--- config.mk ---
export PLATFORM = sky130hd
export DESIGN_NAME = animation_frame_sequencer_top
export DESIGN_NICKNAME = d
export VERILOG_FILES = /design/src/hdl/afs_pkg.sv /design/src/hdl/animation_frame_sequencer_top.sv /design/src/hdl/afs_ram.sv /design/src/hdl/afs_core.sv /design/src/hdl/afs_rsp.sv
export SDC_FILE = /design/constraint.sdc
export NUM_CORES = 2
export LEC_CHECK = 0
export BUFFER_PORTS_ARGS = -buffer_cell sky130_fd_sc_hd__buf_2
export CORE_UTILIZATION = 55
export DETAILED_ROUTE_END_ITERATION = 10
export HOLD_SLACK_MARGIN = 0.05
export PLACE_DENSITY = 0.8
export SLEW_MARGIN = 5
export SYNTH_ARGS = -nofsm -noshare
export SYNTH_HDL_FRONTEND = slang
export SYNTH_SLANG_ARGS = --single-unit
--- constraint.sdc ---
create_clock -name clock -period 6.1 [get_ports clock]
set_input_delay 0.915 -clock clock [delete_from_list [all_inputs] [get_ports clock]]
set_output_delay 0.915 -clock clock [all_outputs]
set_load 0.02 [all_outputs]
--- src/hdl/afs_pkg.sv ---
// ---------------------------------------------------------------------------
// afs_pkg
// Shared types, codes and the frame delay selection for the animation frame
// sequencer.
// ---------------------------------------------------------------------------
package afs_pkg;

   localparam int FrameW = 6;
   localparam int DelayW = 16;

   localparam logic [DelayW-1:0] DEFAULT_DELAY = 16'd100;
   localparam logic [DelayW-1:0] ELAPSED_MAX   = 16'hFFFF;

   // item kinds
   localparam logic [2:0] KIND_TICK  = 3'd0;
   localparam logic [2:0] KIND_BASE  = 3'd1;
   localparam logic [2:0] KIND_OVR   = 3'd2;
   localparam logic [2:0] KIND_START = 3'd3;
   localparam logic [2:0] KIND_STOP  = 3'd4;

   // register indexes
   localparam logic [1:0] CSR_FRAME_COUNT = 2'd0;
   localparam logic [1:0] CSR_GLOBAL_DLY  = 2'd1;
   localparam logic [1:0] CSR_LAST_DLY    = 2'd2;

   typedef struct packed {
      logic [2:0]        kind;
      logic [4:0]        frame_slot;
      logic [DelayW-1:0] delay_ms;
   } afs_req_type;

   typedef struct packed {
      logic [4:0]        frame_index;
      logic              show_frame;
      logic              clear_display;
      logic              playing;
      logic [DelayW-1:0] current_delay;
   } afs_rsp_type;

   // result fields known when the item is taken
   typedef struct packed {
      logic [FrameW-1:0] frame;
      logic              show;
      logic              clear;
      logic              playing;
   } afs_pend_type;

   // everything the delay selection needs besides the frame number
   typedef struct packed {
      logic [FrameW-1:0] count;
      logic [DelayW-1:0] glob;
      logic [DelayW-1:0] last;
      logic [DelayW-1:0] base;
      logic [DelayW-1:0] ovr;
   } afs_view_type;

   function automatic logic [DelayW-1:0] frame_delay(input logic [FrameW-1:0] frame,
                                                     input afs_view_type  v);
      logic [DelayW-1:0] d;
      if (frame >= v.count) begin
         d = DEFAULT_DELAY;
      end else if ((frame == (v.count - 6'd1)) && (v.last != '0)) begin
         d = v.last;
      end else if (v.ovr != '0) begin
         d = v.ovr;
      end else if (v.glob != '0) begin
         d = v.glob;
      end else begin
         d = v.base;
      end
      return d;
   endfunction

endpackage

--- src/hdl/animation_frame_sequencer_top.sv ---
// ---------------------------------------------------------------------------
// animation_frame_sequencer_top
// Millisecond frame timer for an animation: delay tables, start/stop and
// frame advance, one result item per input item.
// ---------------------------------------------------------------------------
// Path: pending stage (state update), then output register (delay selection
//   once the delay RAMs return the new frame's entries).
// Throughput: 1 item per cycle; while a result waits on rsp_stall the pending
//   stage takes one more item, after which req_stall follows rsp_stall.
// Reset: synchronous; registers to 0, frame 0, stopped; tables read as
//   100 (base) and 0 (override) through per-entry valid bits, no sweep.
// ---------------------------------------------------------------------------
module animation_frame_sequencer_top #(
   parameter int MAX_FRAMES = 32
) (
   input  logic                 clock,
   input  logic                 reset,
   // input items
   input  logic                 req_valid,
   output logic                 req_stall,
   input  afs_pkg::afs_req_type req_payload,
   // result items
   output logic                 rsp_valid,
   input  logic                 rsp_stall,
   output afs_pkg::afs_rsp_type rsp_payload,
   // register writes
   input  logic                 csr_we,
   input  logic [1:0]           csr_index,
   input  logic [15:0]          csr_wdata
);
   import afs_pkg::*;

   afs_pend_type pend;
   afs_view_type view;
   logic         busy;
   logic         accept;

   // hold off items during reset and while the pending stage cannot drain
   assign req_stall = reset || busy;
   assign accept    = req_valid && !req_stall;

   // core: state update and table access happen in the cycle of acceptance
   afs_core #(.MAX_FRAMES(MAX_FRAMES)) u_core (
      .clock     (clock),
      .reset     (reset),
      .accept    (accept),
      .req       (req_payload),
      .csr_we    (csr_we),
      .csr_index (csr_index),
      .csr_wdata (csr_wdata),
      .pend      (pend),
      .view      (view)
   );

   // result side: the view matches the pending item's frame in the next cycle
   afs_rsp u_rsp (
      .clock       (clock),
      .reset       (reset),
      .accept      (accept),
      .pend        (pend),
      .view        (view),
      .busy        (busy),
      .rsp_valid   (rsp_valid),
      .rsp_stall   (rsp_stall),
      .rsp_payload (rsp_payload)
   );

endmodule

--- src/hdl/afs_ram.sv ---
// ---------------------------------------------------------------------------
// afs_ram
// Generic single write port RAM, registered read, old data on a collision.
// ---------------------------------------------------------------------------
module afs_ram #(
   parameter int WIDTH = 16,
   parameter int DEPTH = 32,
   parameter int AW    = (DEPTH > 1) ? $clog2(DEPTH) : 1
) (
   input  logic             clock,
   input  logic             we,
   input  logic [AW-1:0]    waddr,
   input  logic [WIDTH-1:0] wdata,
   input  logic [AW-1:0]    raddr,
   output logic [WIDTH-1:0] rdata
);

   logic [WIDTH-1:0] mem [DEPTH];
   logic [WIDTH-1:0] rdata_ff;

   always_ff @(posedge clock) begin
      if (we) begin
         mem[waddr] <= wdata;
      end
      rdata_ff <= mem[raddr];
   end

   assign rdata = rdata_ff;

endmodule

--- src/hdl/afs_core.sv ---
// ---------------------------------------------------------------------------
// afs_core
// Playback state, delay tables and configuration registers. Keeps the table
// entries of the current frame ready for the delay selection.
// ---------------------------------------------------------------------------
module afs_core #(
   parameter int MAX_FRAMES = 32
) (
   input  logic                 clock,
   input  logic                 reset,
   input  logic                 accept,
   input  afs_pkg::afs_req_type req,
   input  logic                 csr_we,
   input  logic [1:0]           csr_index,
   input  logic [15:0]          csr_wdata,
   output afs_pkg::afs_pend_type pend,
   output afs_pkg::afs_view_type view
);
   import afs_pkg::*;

   localparam int AW     = (MAX_FRAMES > 1) ? $clog2(MAX_FRAMES) : 1;
   localparam int CntCap = (MAX_FRAMES < 63) ? MAX_FRAMES : 63;
   localparam logic [8:0]        MaxSlots = 9'(MAX_FRAMES);
   localparam logic [FrameW-1:0] CountCap = 6'(CntCap);

   logic [FrameW-1:0] frame_count_ff;
   logic [DelayW-1:0] glob_ff, last_ff;

   logic [FrameW-1:0] frame_ff, frame_in;
   logic [DelayW-1:0] elapsed_ff, elapsed_in;
   logic              running_ff, running_in;

   logic [MAX_FRAMES-1:0] vld_b_ff, vld_o_ff;
   logic                  rdv_b_ff, rdv_b_in, rdv_o_ff, rdv_o_in;
   logic                  byp_b_ff, byp_b_in, byp_o_ff, byp_o_in;
   logic [DelayW-1:0]     bypd_b_ff, bypd_o_ff;

   logic [FrameW-1:0] count;
   logic [DelayW-1:0] ram_b_q, ram_o_q, cur_delay, tick_elapsed;
   logic [FrameW:0]   frame_inc;
   logic [8:0]        slot_w, frame_w;
   logic [AW-1:0]     waddr, raddr;
   logic              we_b, we_o, show, clear;

   assign count = (frame_count_ff > CountCap) ? CountCap : frame_count_ff;

   // table entries of the current frame: bypass, then RAM, then reset value
   assign view.count = count;
   assign view.glob  = glob_ff;
   assign view.last  = last_ff;
   assign view.base  = byp_b_ff ? bypd_b_ff : (rdv_b_ff ? ram_b_q : DEFAULT_DELAY);
   assign view.ovr   = byp_o_ff ? bypd_o_ff : (rdv_o_ff ? ram_o_q : '0);

   assign cur_delay    = frame_delay(frame_ff, view);
   assign tick_elapsed = (elapsed_ff != ELAPSED_MAX) ? (elapsed_ff + 16'd1) : elapsed_ff;
   assign frame_inc    = {1'b0, frame_ff} + 7'd1;

   assign slot_w = {4'b0, req.frame_slot};
   assign waddr  = slot_w[AW-1:0];

   always_comb begin
      frame_in   = frame_ff;
      elapsed_in = elapsed_ff;
      running_in = running_ff;
      show       = 1'b0;
      clear      = 1'b0;
      we_b       = 1'b0;
      we_o       = 1'b0;
      if (accept) begin
         unique case (req.kind)
            KIND_TICK: begin
               if (running_ff && (count != '0)) begin
                  elapsed_in = tick_elapsed;
                  if (tick_elapsed >= cur_delay) begin
                     frame_in   = (frame_inc >= {1'b0, count}) ? '0 : frame_inc[FrameW-1:0];
                     elapsed_in = '0;
                     show       = 1'b1;
                  end
               end
            end
            KIND_BASE: we_b = (slot_w < MaxSlots);
            KIND_OVR:  we_o = ({1'b0, req.frame_slot} < count);
            KIND_START: begin
               if (count != '0) begin
                  frame_in   = '0;
                  elapsed_in = '0;
                  running_in = 1'b1;
                  show       = 1'b1;
               end
            end
            KIND_STOP: begin
               running_in = 1'b0;
               clear      = 1'b1;
            end
            default: ;
         endcase
      end
   end

   // read address follows the frame of the next cycle
   assign frame_w  = {3'b0, frame_in};
   assign raddr    = frame_w[AW-1:0];
   assign byp_b_in = we_b && (waddr == raddr);
   assign byp_o_in = we_o && (waddr == raddr);
   assign rdv_b_in = vld_b_ff[raddr] || byp_b_in;
   assign rdv_o_in = vld_o_ff[raddr] || byp_o_in;

   afs_ram #(.WIDTH(DelayW), .DEPTH(MAX_FRAMES)) u_base_ram (
      .clock (clock),
      .we    (we_b),
      .waddr (waddr),
      .wdata (req.delay_ms),
      .raddr (raddr),
      .rdata (ram_b_q)
   );

   afs_ram #(.WIDTH(DelayW), .DEPTH(MAX_FRAMES)) u_ovr_ram (
      .clock (clock),
      .we    (we_o),
      .waddr (waddr),
      .wdata (req.delay_ms),
      .raddr (raddr),
      .rdata (ram_o_q)
   );

   always_ff @(posedge clock) begin
      if (reset) begin
         frame_count_ff <= '0;
         glob_ff        <= '0;
         last_ff        <= '0;
         frame_ff       <= '0;
         elapsed_ff     <= '0;
         running_ff     <= 1'b0;
         vld_b_ff       <= '0;
         vld_o_ff       <= '0;
         rdv_b_ff       <= 1'b0;
         rdv_o_ff       <= 1'b0;
         byp_b_ff       <= 1'b0;
         byp_o_ff       <= 1'b0;
      end else begin
         if (csr_we) begin
            unique case (csr_index)
               CSR_FRAME_COUNT: frame_count_ff <= csr_wdata[FrameW-1:0];
               CSR_GLOBAL_DLY:  glob_ff        <= csr_wdata;
               CSR_LAST_DLY:    last_ff        <= csr_wdata;
               default: ;
            endcase
         end
         frame_ff   <= frame_in;
         elapsed_ff <= elapsed_in;
         running_ff <= running_in;
         if (we_b) begin
            vld_b_ff[waddr] <= 1'b1;
         end
         if (we_o) begin
            vld_o_ff[waddr] <= 1'b1;
         end
         rdv_b_ff <= rdv_b_in;
         rdv_o_ff <= rdv_o_in;
         byp_b_ff <= byp_b_in;
         byp_o_ff <= byp_o_in;
      end
   end

   always_ff @(posedge clock) begin
      bypd_b_ff <= req.delay_ms;
      bypd_o_ff <= req.delay_ms;
   end

   assign pend.frame   = frame_in;
   assign pend.show    = show;
   assign pend.clear   = clear;
   assign pend.playing = running_in;

endmodule

--- src/hdl/afs_rsp.sv ---
// ---------------------------------------------------------------------------
// afs_rsp
// Pending stage and output register; adds the effective delay once the table
// entries of the new frame are read.
// ---------------------------------------------------------------------------
module afs_rsp (
   input  logic                  clock,
   input  logic                  reset,
   input  logic                  accept,
   input  afs_pkg::afs_pend_type pend,
   input  afs_pkg::afs_view_type view,
   output logic                  busy,
   output logic                  rsp_valid,
   input  logic                  rsp_stall,
   output afs_pkg::afs_rsp_type  rsp_payload
);
   import afs_pkg::*;

   logic         p_vld_ff, p_vld_in;
   afs_pend_type p_ff;
   logic         o_vld_ff, o_vld_in;
   afs_rsp_type  o_ff, o_in;
   logic         o_load, p_adv;

   assign o_load = !o_vld_ff || !rsp_stall;
   assign p_adv  = p_vld_ff && o_load;
   assign busy   = p_vld_ff && !o_load;

   assign p_vld_in = accept || (p_vld_ff && !o_load);
   assign o_vld_in = o_load ? p_vld_ff : o_vld_ff;

   always_comb begin
      o_in.frame_index   = p_ff.frame[4:0];
      o_in.show_frame    = p_ff.show;
      o_in.clear_display = p_ff.clear;
      o_in.playing       = p_ff.playing;
      o_in.current_delay = frame_delay(p_ff.frame, view);
   end

   always_ff @(posedge clock) begin
      if (reset) begin
         p_vld_ff <= 1'b0;
         o_vld_ff <= 1'b0;
      end else begin
         p_vld_ff <= p_vld_in;
         o_vld_ff <= o_vld_in;
      end
   end

   always_ff @(posedge clock) begin
      if (accept) begin
         p_ff <= pend;
      end
      if (p_adv) begin
         o_ff <= o_in;
      end
   end

   assign rsp_valid   = o_vld_ff;
   assign rsp_payload = o_ff;

endmodule

==> out/results.txt <==
The finished layout cell area is 57600 µm², and the width of the chip is 306 µm. The max-slew violation total from the final report was 0. The final core area utilization is 0.629, and the total routing usage reported by global routing is 0.298. The total standard cell area after synthesis is 50800 µm², and the half-perimeter wire length after placement is 81900 µm. The primary flip-flop cell chosen by synthesis mapping is sky130_fd_sc_hd__edfxtp_1.

The path type of the worst min-delay path is flip-flop to flip-flop. At the worst endpoint, the required time is 6.67 ns. The number of buffers created by CTS is 113.

The number of rows created at floorplan is 111, and the fraction of layout cells with a size suffix above 1 is 0.113. The logs give 36379 for the total number of vias and 6.39 ns for the worst endpoint data arrival time. The netlist uses 77 different library cells. After clock tree synthesis, the clock-pin slew on the worst setup and hold paths is 0.07 ns. Dividing the detail-routed via count by the number of cells gives 6.52.

The net count of the finished layout is 4384. For the headroom to the max-slew limit, the log shows 0.158. The sequential fraction of design power was 0.542; the number of endpoints with negative hold slack in the final report was 0.

The checks that failed: DRC. The max-cap violation count was 0. In this run the vertical extent of the chip is 306 µm.

Counting every sink on the clock net gives 1236. Timing would allow up to 172 MHz. The run gives 0.00349 W as the net switching power. The power per cell area was 295 nW/µm²; the minimum period implied by the final worst setup slack was 5.82 ns. The later pin in the worst-skew pair is clocked with a latency of 0.73 ns. The post-detailed-route wirelength per cell is 26.0 µm.

The count of yosys warnings during synthesis is 0, and the count of routing violations after the opening detailed-route iteration is 6301. The total placed instance area is 53200 µm², and the cell count after synthesis is 4198. Initial antenna violation count: 4. The die covers 93600 µm².

The run gives 0.696 as the sequential cell area fraction in the yosys report. The run gives 216 µV as the largest vdd supply drop. The worst setup path is launched from a flip-flop.

For this design the top-level I/O count stands at 73. Counting flops and latches in the post-synthesis netlist gives 1236. Setup violations remaining at the end of the flow were counted as 0. The first global-routing pass estimated 211000 µm of wire. The start-to-end type of the worst setup path was flip-flop to flip-flop. The effective utilization at floorplan was 0.555. The share of total power in the clock network came out at 0.436.

The switching share of total power came out at 0.206. The top fanout value on the critical path was 54. The root buffer cell chosen for the clock tree is sky130_fd_sc_hd__clkbuf_16. Prior to clock tree synthesis, the placed netlist has a worst setup slack of 0.218 ns. The number of global-route vias before repair is 34176, and the count of port buffers added during placement is 72.

In the routed design, unresolved DRC markers number 2. When the netlist entered floorplanning its net count stood at 4286. The flow ran to the end, but the final reports show violations. At the end of routability-driven placement, the weighted congestion stood at 0.905.

The worst path meets setup with 0.283 ns of slack. Area added between synthesis and finish: 13.4%. STA classifies the critical path endpoint as a flip-flop.

In this run the standard cell core region covers 91500 µm². For the number of H-tree levels, the log shows 3. In this run the mean area of a mapped cell was 12.1 µm². Hold is met by 0.424 ns. The total overflow reported by the global router is 0, and the number of hold buffers added after cts is 0. In the final timing run, aggregate negative setup slack is 0 ns. Share of synthesized flip-flops with an asynchronous set or reset: 0. The logs give 0.023 for the portion of total power attributed to combinational logic and 101 for the pin count of the biggest net entering global routing. In this run, synthesis inferred 1057 flip-flops with an integrated enable. TritonCTS built the clock tree. On the final layout, the worst clock skew is 0.0484 ns. Pin slew with the least headroom to its limit: 1.26 ns. The final critical-path share of the clock period is 0.954, and the maximum buffer depth of the clock tree is 3. Cell internal power was estimated by the tool at 0.0135 W. The number of search-and-repair iterations in the first detailed-routing pass is 11. The total wirelength of the detailed-routed design is 145000 µm, and the leakage component of the power is 20.1 nW.

The run gives 0 as the post-route antenna net violation count.
[flip-flops by register name (all words and copies together), names as in the netlist, 6 cells and up]
register                 flops
u_core.frame_ff              6
u_core.elapsed_ff           16
u_rsp.rsp_payload           24
u_core.u_base_ram.mem      512
u_core.frame_count_ff        6
u_core.bypd_b_ff            16
u_core.u_ovr_ram.mem       512
u_core.vld_b_ff             32
u_core.u_ovr_ram.rdata      16
u_rsp.o_in                   8
u_core.last_ff              16
u_core.vld_o_ff             32
u_core.glob_ff              16
u_core.u_base_ram.rdata     16
[path summary, 6_finish.rpt]
kind | start | end | cells past startpoint | slack (ns)
max | u_core.glob_ff[15]$_SDFFE_PP0P_ | u_core.u_ovr_ram.rdata[12]$_DFF_P_ | 17 | 0.28
min | u_rsp.o_in[17]$_DFFE_PP_ | u_rsp.rsp_payload[17]$_DFFE_PP_ | 0 | 0.42
max reg2reg | u_core.glob_ff[15]$_SDFFE_PP0P_ | u_core.u_ovr_ram.rdata[12]$_DFF_P_ | 17 | 0.28
min reg2reg | u_rsp.o_in[17]$_DFFE_PP_ | u_rsp.rsp_payload[17]$_DFFE_PP_ | 0 | 0.42
[synthesized netlist by cell type (all sizes together), types with 18 or more instances]
library cell | count | share of area
a31oi | 75 | 0.0092
nor4 | 20 | 0.0025
nand2 | 1016 | 0.075
clkbuf | 200 | 0.015
and3 | 168 | 0.021
a21oi | 120 | 0.012
a311o | 97 | 0.019
o22ai | 34 | 0.0042
xnor2 | 18 | 0.0031
edfxtp | 1057 | 0.62
o211ai | 19 | 0.0028
nor2 | 232 | 0.018
a22oi | 22 | 0.0034
nand2b | 29 | 0.0036
mux2i | 43 | 0.0085
ha | 41 | 0.010
a211oi | 71 | 0.010
and4b | 32 | 0.0063
inv | 24 | 0.0018
buf | 86 | 0.0092
nand3 | 413 | 0.041
dfxtp | 179 | 0.071
o21ai | 33 | 0.0033
[area by class of cell]
| type | instances | area (µm²) |
|---|---|---|
| Sequential cell | 1236 | 35300 |
| Fill cell | 6336 | 33900 |
| Multi-Input combinational cell | 2651 | 14300 |
| Clock buffer | 148 | 3130 |
| Timing Repair Buffer | 269 | 2470 |
| Tap cell | 1186 | 1480 |
| Clock inverter | 67 | 783 |
| Inverter | 25 | 119 |
| Antenna cell | 1 | 2.50 |
[power by group through the flow]
stage / sequential, W / clock, W / combinational, W
global placement: 0.00939 / 0 / 0.000358
floorplan: 0.00940 / 0 / 0.000129
detailed placement: 0.00939 / 0 / 0.000368
finish: 0.00921 / 0.00740 / 0.000383
global route: 0.00921 / 0.00774 / 0.000398
CTS: 0.00921 / 0.00740 / 0.000369
[placed cells by master, fill, tap and decap left out, types with 14 or more instances in the layout]
cell                           n
sky130_fd_sc_hd__xnor2_1      18
sky130_fd_sc_hd__a21oi_1     119
sky130_fd_sc_hd__o211ai_1     19
sky130_fd_sc_hd__dfxtp_1     179
sky130_fd_sc_hd__nor3_1       15
sky130_fd_sc_hd__nor4_1       19
sky130_fd_sc_hd__inv_1        20
sky130_fd_sc_hd__buf_2        71
sky130_fd_sc_hd__bufinv_16    14
sky130_fd_sc_hd__a31oi_1      75
sky130_fd_sc_hd__nand3_1     410
sky130_fd_sc_hd__clkbuf_16   123
sky130_fd_sc_hd__edfxtp_1   1057
sky130_fd_sc_hd__a22o_1       14
sky130_fd_sc_hd__nor2_1      225
sky130_fd_sc_hd__clkbuf_1     20
sky130_fd_sc_hd__o22ai_1      30
sky130_fd_sc_hd__a22oi_1      21
sky130_fd_sc_hd__o21ai_0      31
sky130_fd_sc_hd__buf_12       24
sky130_fd_sc_hd__and4b_1      32
sky130_fd_sc_hd__clkinv_2     24
sky130_fd_sc_hd__mux2i_1      43
sky130_fd_sc_hd__a311o_1      97
sky130_fd_sc_hd__a211oi_1     71
sky130_fd_sc_hd__nand2b_1     29
sky130_fd_sc_hd__ha_1         41
sky130_fd_sc_hd__and3_1      168
sky130_fd_sc_hd__nand2_1    1016
sky130_fd_sc_hd__buf_4       151
[metal layers]
metal / routed length, µm / up-vias / track usage
met5: 13 / - / 0
met4: 7150 / 2 / 0.138
met3: 19400 / 464 / 0.0557
met2: 66700 / 2813 / 0.463
met1: 52000 / 17487 / 0.409
li1: - / 15613 / -
[through the flow]
stage                     power, W  instances
after floorplan            0.00953       4198
after global placement     0.00975       5349
after detailed placement   0.00976       5349
after CTS                   0.0170       5564
after global routing        0.0173       5582
final                       0.0170       5583
[critical path, cell delays in order (launching register included)]
cell	delay [ns]
sky130_fd_sc_hd__dfxtp_1	0.33
sky130_fd_sc_hd__nor4_1	0.33
sky130_fd_sc_hd__and4_1	0.57
sky130_fd_sc_hd__a21oi_1	0.14
sky130_fd_sc_hd__o21ai_0	0.64
sky130_fd_sc_hd__o211ai_1	0.16
sky130_fd_sc_hd__ha_1	0.38
sky130_fd_sc_hd__a21oi_1	0.19
sky130_fd_sc_hd__a211oi_1	0.12
sky130_fd_sc_hd__or3_4	0.42
sky130_fd_sc_hd__o31a_1	0.40
sky130_fd_sc_hd__a32oi_4	0.29
sky130_fd_sc_hd__and2_4	0.32
sky130_fd_sc_hd__buf_16	0.25
sky130_fd_sc_hd__buf_12	0.29
sky130_fd_sc_hd__a311o_1	0.21
sky130_fd_sc_hd__nand3_1	0.27
sky130_fd_sc_hd__and4b_1	0.29
[logic make-up (layout without fill, tap and decap cells)]
family	after synthesis	in the layout	share of synthesized area
AO/OA/AOI/OAI	526	526	0.0747
XOR/XNOR	31	31	0.00535
adder cells (fa/ha/maj)	41	41	0.0101
buffers and inverters	311	509	0.0258
flip-flops	1236	1236	0.696
multiplexers	45	45	0.00892
other	0	1	0
AND/OR/NAND/NOR	2008	2008	0.180
[what timing repair did]
item,in CTS,in global routing
resized for setup,0,33
setup endpoints to repair,0,34
buffers inserted,0,10
Power figures use the tool's default switching activity.
